==> src/toab_pkg.sv <==
// Shared types and constants for the textured overlay alpha blend block.
package toab_pkg;

  localparam int PIX_W       = 12;
  localparam int SIZE_W      = 13;
  localparam int SCALE_W     = 20;
  localparam int OFS_W       = 16;
  localparam int BRIGHT_W    = 17;
  localparam int ADDR_W      = 12;
  localparam int TEXEL_W     = 32;
  localparam int CH_W        = 8;
  localparam int NUM_CH      = 3;
  localparam int STORE_DEPTH = 4096;
  localparam int QUEUE_DEPTH = 4;
  localparam int QPTR_W      = 2;
  localparam int CFG_ADDR_W  = 5;
  localparam int CFG_DATA_W  = 32;

  // blend arithmetic: result = floor(X / ALPHA_SPAN), X carries the rounding bias
  localparam int ALPHA_SPAN  = 510;
  localparam int ROUND_BIAS  = 255;
  localparam int RECIP       = 257;   // 2^17 / 257 ~ 510.008
  localparam int RECIP_SHIFT = 17;
  localparam int CH_MAX      = 255;

  localparam logic REQ_LOAD  = 1'b0;
  localparam logic REQ_BLEND = 1'b1;

  typedef enum logic [2:0] {
    REG_FRAME_WIDTH  = 3'd0,
    REG_FRAME_HEIGHT = 3'd1,
    REG_X_VIEW_SCALE = 3'd2,
    REG_Y_VIEW_SCALE = 3'd3,
    REG_U_OFFSET     = 3'd4,
    REG_V_OFFSET     = 3'd5,
    REG_BRIGHTNESS   = 3'd6
  } toab_reg_t;

  typedef struct packed {
    logic [SIZE_W-1:0]   frame_width;
    logic [SIZE_W-1:0]   frame_height;
    logic [SCALE_W-1:0]  x_view_scale;
    logic [SCALE_W-1:0]  y_view_scale;
    logic [OFS_W-1:0]    u_offset;
    logic [OFS_W-1:0]    v_offset;
    logic [BRIGHT_W-1:0] brightness;
  } toab_cfg_t;

  // one request between front and back: texel load or pixel blend
  typedef struct packed {
    logic               blend;
    logic [ADDR_W-1:0]  addr;
    logic [TEXEL_W-1:0] data;   // texel for a load, dest color in 23:0 for a blend
  } toab_req_t;

endpackage

==> src/toab_queue.sv <==
// Short request queue between front and back.
module toab_queue (
  input  logic                clk,
  input  logic                rst_n,
  input  logic                push,
  input  toab_pkg::toab_req_t push_req,
  output logic                full,
  input  logic                pop,
  output logic                valid,
  output toab_pkg::toab_req_t pop_req
);

  import toab_pkg::*;

  toab_req_t         mem_r [QUEUE_DEPTH];
  logic [QPTR_W-1:0] wr_ptr_r, rd_ptr_r;
  logic [QPTR_W:0]   cnt_r;
  logic              do_push, do_pop;

  assign full    = (cnt_r == (QPTR_W+1)'(QUEUE_DEPTH));
  assign valid   = (cnt_r != '0);
  assign do_push = push && !full;
  assign do_pop  = pop && valid;
  assign pop_req = mem_r[rd_ptr_r];

  always_ff @(posedge clk) begin
    if (!rst_n) begin
      wr_ptr_r <= '0;
      rd_ptr_r <= '0;
      cnt_r    <= '0;
    end else begin
      if (do_push) begin
        wr_ptr_r <= wr_ptr_r + 1'b1;
      end
      if (do_pop) begin
        rd_ptr_r <= rd_ptr_r + 1'b1;
      end
      cnt_r <= cnt_r + (QPTR_W+1)'(do_push) - (QPTR_W+1)'(do_pop);
    end
  end

  always_ff @(posedge clk) begin
    if (do_push) begin
      mem_r[wr_ptr_r] <= push_req;
    end
  end

endmodule

==> config.mk <==
export PLATFORM = sky130hd
export DESIGN_NAME = toab_queue
export DESIGN_NICKNAME = d
export VERILOG_FILES = /design/src/toab_pkg.sv /design/src/toab_queue.sv
export SDC_FILE = /design/constraint.sdc
export NUM_CORES = 1
export LEC_CHECK = 0
export BUFFER_PORTS_ARGS = -buffer_cell sky130_fd_sc_hd__clkbuf_2
export CELL_PAD_IN_SITES_DETAIL_PLACEMENT = 1
export CELL_PAD_IN_SITES_GLOBAL_PLACEMENT = 2
export CORE_UTILIZATION = 48
export DETAILED_ROUTE_END_ITERATION = 10
export GPL_ROUTABILITY_DRIVEN = 0
export HOLD_SLACK_MARGIN = 0.06
export PLACE_DENSITY_LB_ADDON = 0.05
export SLEW_MARGIN = 10
export SYNTH_ARGS = -nofsm -noshare
export SYNTH_HDL_FRONTEND = slang
export SYNTH_SLANG_ARGS = --single-unit
==> constraint.sdc <==
create_clock -name clk -period 7.3 [get_ports clk]
set_clock_uncertainty 0.2 [all_clocks]
set_input_delay 0.365 -clock clk [delete_from_list [all_inputs] [get_ports clk]]
set_output_delay 0.365 -clock clk [all_outputs]
set_load 0.05 [all_outputs]
# After elaboration in Yosys (flattened, before gate mapping)
# Memory sizes are Yosys's and may differ from the RTL's. A register that Yosys moved wholly into a read port is not among the register bits.
# Cells that the tools add are included.
[totals]
register_bits = 7
n_memories = 1
wordCells = 17
ramBits = 180
out_inout_bits = 47
[mem_list]
columns = ["name", "words", "word_bits", "read_ports", "rd_clocked_by_memory_dff", "wr", "line", "source"]
rows = [
  ["mem_r", 4, 45, 1, 1, 1, "toab_queue.sv:15", "toab_req_t mem_r [QUEUE_DEPTH];"],
]
[op_classes]
n_mux = 4
n_reduce_logical = 4
n_addsub = 4
eq_ne = 1
[op_table]
columns = ["cell", "n"]
rows = [
  ["$add A2 B1 Y2 const B", 2],
  ["$mux W2", 2],
  ["$add A3 B1 Y3", 1],
  ["$eq A3 B3 Y1 const B", 1],
  ["$reduce_bool A3 Y1", 1],
  ["$sub A3 B1 Y3", 1],
  ["$logic_and A1 B1 Y1", 2],
  ["$mux W1", 2],
  ["$logic_not A1 Y1", 1],
]

# Longest topological paths before layout
[depth]
word_depth = 5
ltp_mapped = 12
ltp_nobuf = 11

# Least setup slack after synthesis
# OpenSTA, ideal clock, no wires.
[synth_timing]
kind = "register -> register"
from = "reg cnt_r[1]"
to = "reg cnt_r[2]"
setup_time_ps = 115
arrival_ps = 2589
required_ps = 6985
synth_period_minus_slack_ps = 2904
slack_ps = 4396
stages_incl_launch_ff = 13
path_cell_list = "dfxtp_1 -> nor3b_2 -> nor2b_1 -> buf_2 -> inv_1 -> ha_1 -> inv_1 -> ha_1 -> inv_1 -> fa_1 -> xnor2_1 -> xnor2_1 -> and2_1"
[synth_between]
elab_chain_cells = 5
elab_cells_between_ends = 7
cone_classes = "add/sub: 2; eq/ne: 1; reduce/logical: 4"
[synth_lines]
columns = ["item", "line", "source"]
rows = [
  ["start: declaration", "toab_queue.sv:17", "logic [QPTR_W:0] cnt_r;"],
  ["start signal: assignment", "toab_queue.sv:38", "cnt_r <= cnt_r + (QPTR_W+1)'(do_push) - (QPTR_W+1)'(do_pop);"],
  ["$eq A3 B3 Y1", "toab_queue.sv:20", "assign full = (cnt_r == (QPTR_W+1)'(QUEUE_DEPTH));"],
  ["via full", "toab_queue.sv:7", "output logic full,"],
  ["$logic_not A1 Y1", "toab_queue.sv:22", "assign do_push = push && !full;"],
  ["$logic_and A1 B1 Y1", "toab_queue.sv:22", ""],
  ["$add A3 B1 Y3", "toab_queue.sv:38", ""],
  ["$sub A3 B1 Y3", "toab_queue.sv:38", ""],
]
# The timed path passes the listed nets, and every way through them passes these cells.
# A chain may end at the register's enable or synchronous reset.

==> impl_metrics.xml <==
<?xml version="1.0" encoding="UTF-8"?>
<metrics>
  <group name="setup_path">
    <metric name="data_required_time_of_the_critical_path" unit="ns">6.73</metric>
    <metric name="worst_path_max_delay_cell" unit="">dfxtp_4</metric>
    <metric name="ff2ff_path_depth" unit="">11</metric>
    <metric name="critical_path.cell_chain" unit="">mux4_1 &gt; clkbuf_2</metric>
    <metric name="crit_family" unit="">flip-flops</metric>
    <metric name="worst-path-max-fanout" unit="">45</metric>
    <metric name="timing.critical_path.to_type" unit="">primary output</metric>
    <metric name="critPathMaxStageDelay" unit="ns">0.95</metric>
    <metric name="rr_startpoint" unit="">cnt_r[1]</metric>
    <metric name="timing_worst_setup_path_type" unit="">reg -&gt; out</metric>
    <metric name="number_of_buffers_and_inverters_on_the_critical_path" unit="">1</metric>
    <metric name="crit_cells" unit="">2</metric>
    <metric name="crit_path_launch_type" unit="">flip-flop</metric>
    <metric name="cp.arrival" unit="ns">2.35</metric>
  </group>
  <group name="timing">
    <metric name="layout_worst_path_cycle_share" unit="">0.399</metric>
    <metric name="slew-limit-headroom" unit="">0.376</metric>
    <metric name="report.final.hold_viol_count" unit="">0</metric>
    <metric name="top_achievable_clock_speed" unit="GHz">0.343</metric>
    <metric name="final_critical_path_setup_slack" unit="ns">4.39</metric>
    <metric name="tns" unit="ns">0</metric>
    <metric name="final_period_minus_worst_setup_slack" unit="ns">2.91</metric>
    <metric name="tightestPinTransition" unit="ns">0.935</metric>
    <metric name="drv_slew" unit="">0</metric>
    <metric name="grt_setup_unrepaired" unit="">no</metric>
    <metric name="setup_viol" unit="">0</metric>
  </group>
  <group name="cells_and_area">
    <metric name="ff_latch_area" unit="um^2">5590</metric>
    <metric name="area_growth" unit="%">23.3</metric>
    <metric name="drive_gt1_frac" unit="">0.400</metric>
    <metric name="multiInputGateArea" unit="um^2">1310</metric>
    <metric name="nNetsFinal" unit="">491</metric>
    <metric name="antenna_cells" unit="">0</metric>
    <metric name="final_cell_area" unit="um^2">8670</metric>
    <metric name="fin_util" unit="">0.615</metric>
    <metric name="fill_cells" unit="">1182</metric>
  </group>
  <group name="cts">
    <metric name="hold_buffers" unit="">45</metric>
    <metric name="cts-htree-levels" unit="">4</metric>
    <metric name="cts-buffers-inserted" unit="">17</metric>
    <metric name="clk-insertion-delay-late" unit="ns">0.43</metric>
    <metric name="postCtsSetupBuffers" unit="">0</metric>
    <metric name="clock_tree_from_tritoncts" unit="">yes</metric>
    <metric name="cts_resized" unit="">0</metric>
    <metric name="clk_root_buffer_cell" unit="">clkbuf_16</metric>
    <metric name="cts_max_path_buffers" unit="">2</metric>
    <metric name="clk_transition_reported_paths" unit="ns">0.07</metric>
    <metric name="clock-sinks" unit="">189</metric>
  </group>
  <group name="logic_synthesis">
    <metric name="ys_top_cells_by_area" unit="">edfxtp_1 (77%), mux4_2 (13%), dfxtp_1 (2.6%), mux4_1 (1.9%), buf_12 (1.1%)</metric>
    <metric name="post_synth_fa_ha_maj_area_fraction" unit="">0.0135</metric>
    <metric name="synth_top_family_by_area" unit="">multiplexers</metric>
    <metric name="synth_top_cell_area_share" unit="">0.769</metric>
    <metric name="synth.cell_area" unit="um^2">7030</metric>
    <metric name="cell_taking_the_most_area_after_synthesis" unit="">edfxtp_1</metric>
    <metric name="ys.warnings.count" unit="">0</metric>
    <metric name="mean_syn_cell_area" unit="um^2">24.8</metric>
    <metric name="synth.distinct_cells" unit="">21</metric>
    <metric name="xor_xnor_share_of_the_synthesized_area" unit="">0.00498</metric>
    <metric name="yosys.area_share.simple" unit="">0.0146</metric>
    <metric name="mux_contribution_to_synthesized_area" unit="">0.150</metric>
    <metric name="synth-compound-area-share" unit="">0.00249</metric>
    <metric name="seq_area_frac_synth" unit="">0.794</metric>
    <metric name="synth-seq-cells" unit="">189</metric>
    <metric name="synth.net_count" unit="">339</metric>
    <metric name="post_synth_inst_count" unit="">283</metric>
  </group>
  <group name="power">
    <metric name="power.leakage" unit="nW">2.98</metric>
    <metric name="powerDensity" unit="nW/um^2">370</metric>
    <metric name="irDropWorstVdd" unit="V">0.000259</metric>
  </group>
  <group name="routing">
    <metric name="wl_per_cell" unit="um">20.4</metric>
    <metric name="ant_nets" unit="">0</metric>
    <metric name="route.vias.total" unit="">3339</metric>
    <metric name="vias_per_cell" unit="">5.32</metric>
    <metric name="detail_route.drc_violations" unit="">0</metric>
    <metric name="wirelength" unit="mm">12.8</metric>
    <metric name="drt-initial-drc-count" unit="">214</metric>
    <metric name="first_pass_iters" unit="">4</metric>
  </group>
  <group name="run">
    <metric name="maxCapViolations" unit="">0</metric>
  </group>
  <group name="die">
    <metric name="initial_core_util" unit="">0.499</metric>
    <metric name="placeableCoreArea" unit="um^2">14100</metric>
    <metric name="chipWidth" unit="um">123</metric>
    <metric name="chipHeight" unit="um">123</metric>
    <metric name="placementRows" unit="">43</metric>
    <metric name="io_pins" unit="">96</metric>
    <metric name="fp.dieArea" unit="um^2">15100</metric>
  </group>
  <group name="grt">
    <metric name="grt_max_degree" unit="">46</metric>
    <metric name="antenna_found_initial" unit="">0</metric>
    <metric name="wire_length_of_the_first_global_routing_pass" unit="mm">20.0</metric>
    <metric name="first_global_vias" unit="">3609</metric>
    <metric name="gr-usage-all-layers" unit="">0.191</metric>
    <metric name="globalRoute.totalOverflow" unit="">0</metric>
  </group>
  <group name="place">
    <metric name="numPortBuffers" unit="">95</metric>
    <metric name="dpl_cell_area" unit="um^2">7650</metric>
    <metric name="dpl.hpwl" unit="mm">7.26</metric>
    <metric name="placement.setup.worst_slack" unit="ns">4.51</metric>
  </group>
  <group name="min_path">
    <metric name="hold_start" unit="">rst_n</metric>
    <metric name="hp-class" unit="">in -&gt; reg</metric>
    <metric name="hold-path-cell-count" unit="">2</metric>
  </group>
  <group name="status">
    <metric name="outcome" unit="">complete, no violations</metric>
  </group>
</metrics>
## cells in the final DEF, fill, tap and decap left out, types with 2 or more instances in the layout
master	n
and2_1	3
and2_2	4
buf_4	5
clkbuf_16	17
clkbuf_2	95
clkinv_4	3
clkinvlp_4	7
dfxtp_1	7
dlygate4sd3_1	45
edfxtp_1	180
ha_1	6
inv_1	5
inv_6	2
mux2i_1	2
mux4_1	5
mux4_2	40
nand2_1	4
nor2b_1	4
xnor2_1	4
## final timing paths
path,endpoint,slack (ns)
setup / recovery,pop_req[43],4.39
hold / removal,flip-flop,0.09
setup reg to reg,cnt_r[2],4.54
hold reg to reg,wr_ptr_r[0],0.31
## per-stage QoR
step                      hold WS, ns  total power, W  cells
after floorplan                 0.264         0.00218    283
after global placement          0.291         0.00235    551
after detailed placement        0.303         0.00237    551
after CTS                      0.0822         0.00326    628
after global routing           0.0904         0.00335    628
final                          0.0918         0.00321    628
## Yosys cell counts, drive strengths merged
library cell / count
or3: 1
nor3b: 1
mux2i: 2
xnor2: 4
nor2b: 4
fa: 1
inv: 5
o311ai: 1
edfxtp: 180
dfxtp: 9
o31a: 1
and2: 7
buf: 10
ha: 6
nand2: 4
mux4: 45
clkbuf: 2
## registers in the layout, indices dropped and copies added, names as in the netlist, named ones only
signal    count
cnt_r         3
rd_ptr_r      2
wr_ptr_r      2
mem_r       180
## power by group
| part | switching [W] | internal [W] | leakage (nW) | total [W] |
|---|---|---|---|---|
| registers | 0.0000938 | 0.00132 | 1.72 | 0.00141 |
| clock network | 0.000398 | 0.000474 | 0.256 | 0.000872 |
| logic | 0.000624 | 0.000306 | 1.00 | 0.000930 |
| total | 0.00112 | 0.00210 | 2.98 | 0.00321 |
## cells by family (layout without fill, tap and decap cells)
logic type | count (synthesis) | in the layout
fa+ha+maj | 7 | 7
simple gates | 17 | 17
xor+xnor | 4 | 4
compound gates | 2 | 2
mux | 47 | 47
buf+inv | 17 | 182
flops | 189 | 189
## per-layer routing
metal | global-route usage | up-vias | part of all wire
met3 | 0.0549 | 17 | 0.039
met5 | 0 | - | 0
met1 | 0.235 | 1752 | 0.42
li1 | - | 1496 | -
met2 | 0.321 | 74 | 0.52
met4 | 0.0768 | 0 | 0.016
## cell type report
class / instances / share of cell area
clock buffer: 17 / 0.0490
clock inverter: 15 / 0.0164
inverter: 5 / 0.00216
multi-input combinational: 77 / 0.151
sequential: 189 / 0.645
tap: 180 / 0.0260
timing repair buffer: 145 / 0.111
Note: power is estimated with default switching activity, not from simulation.
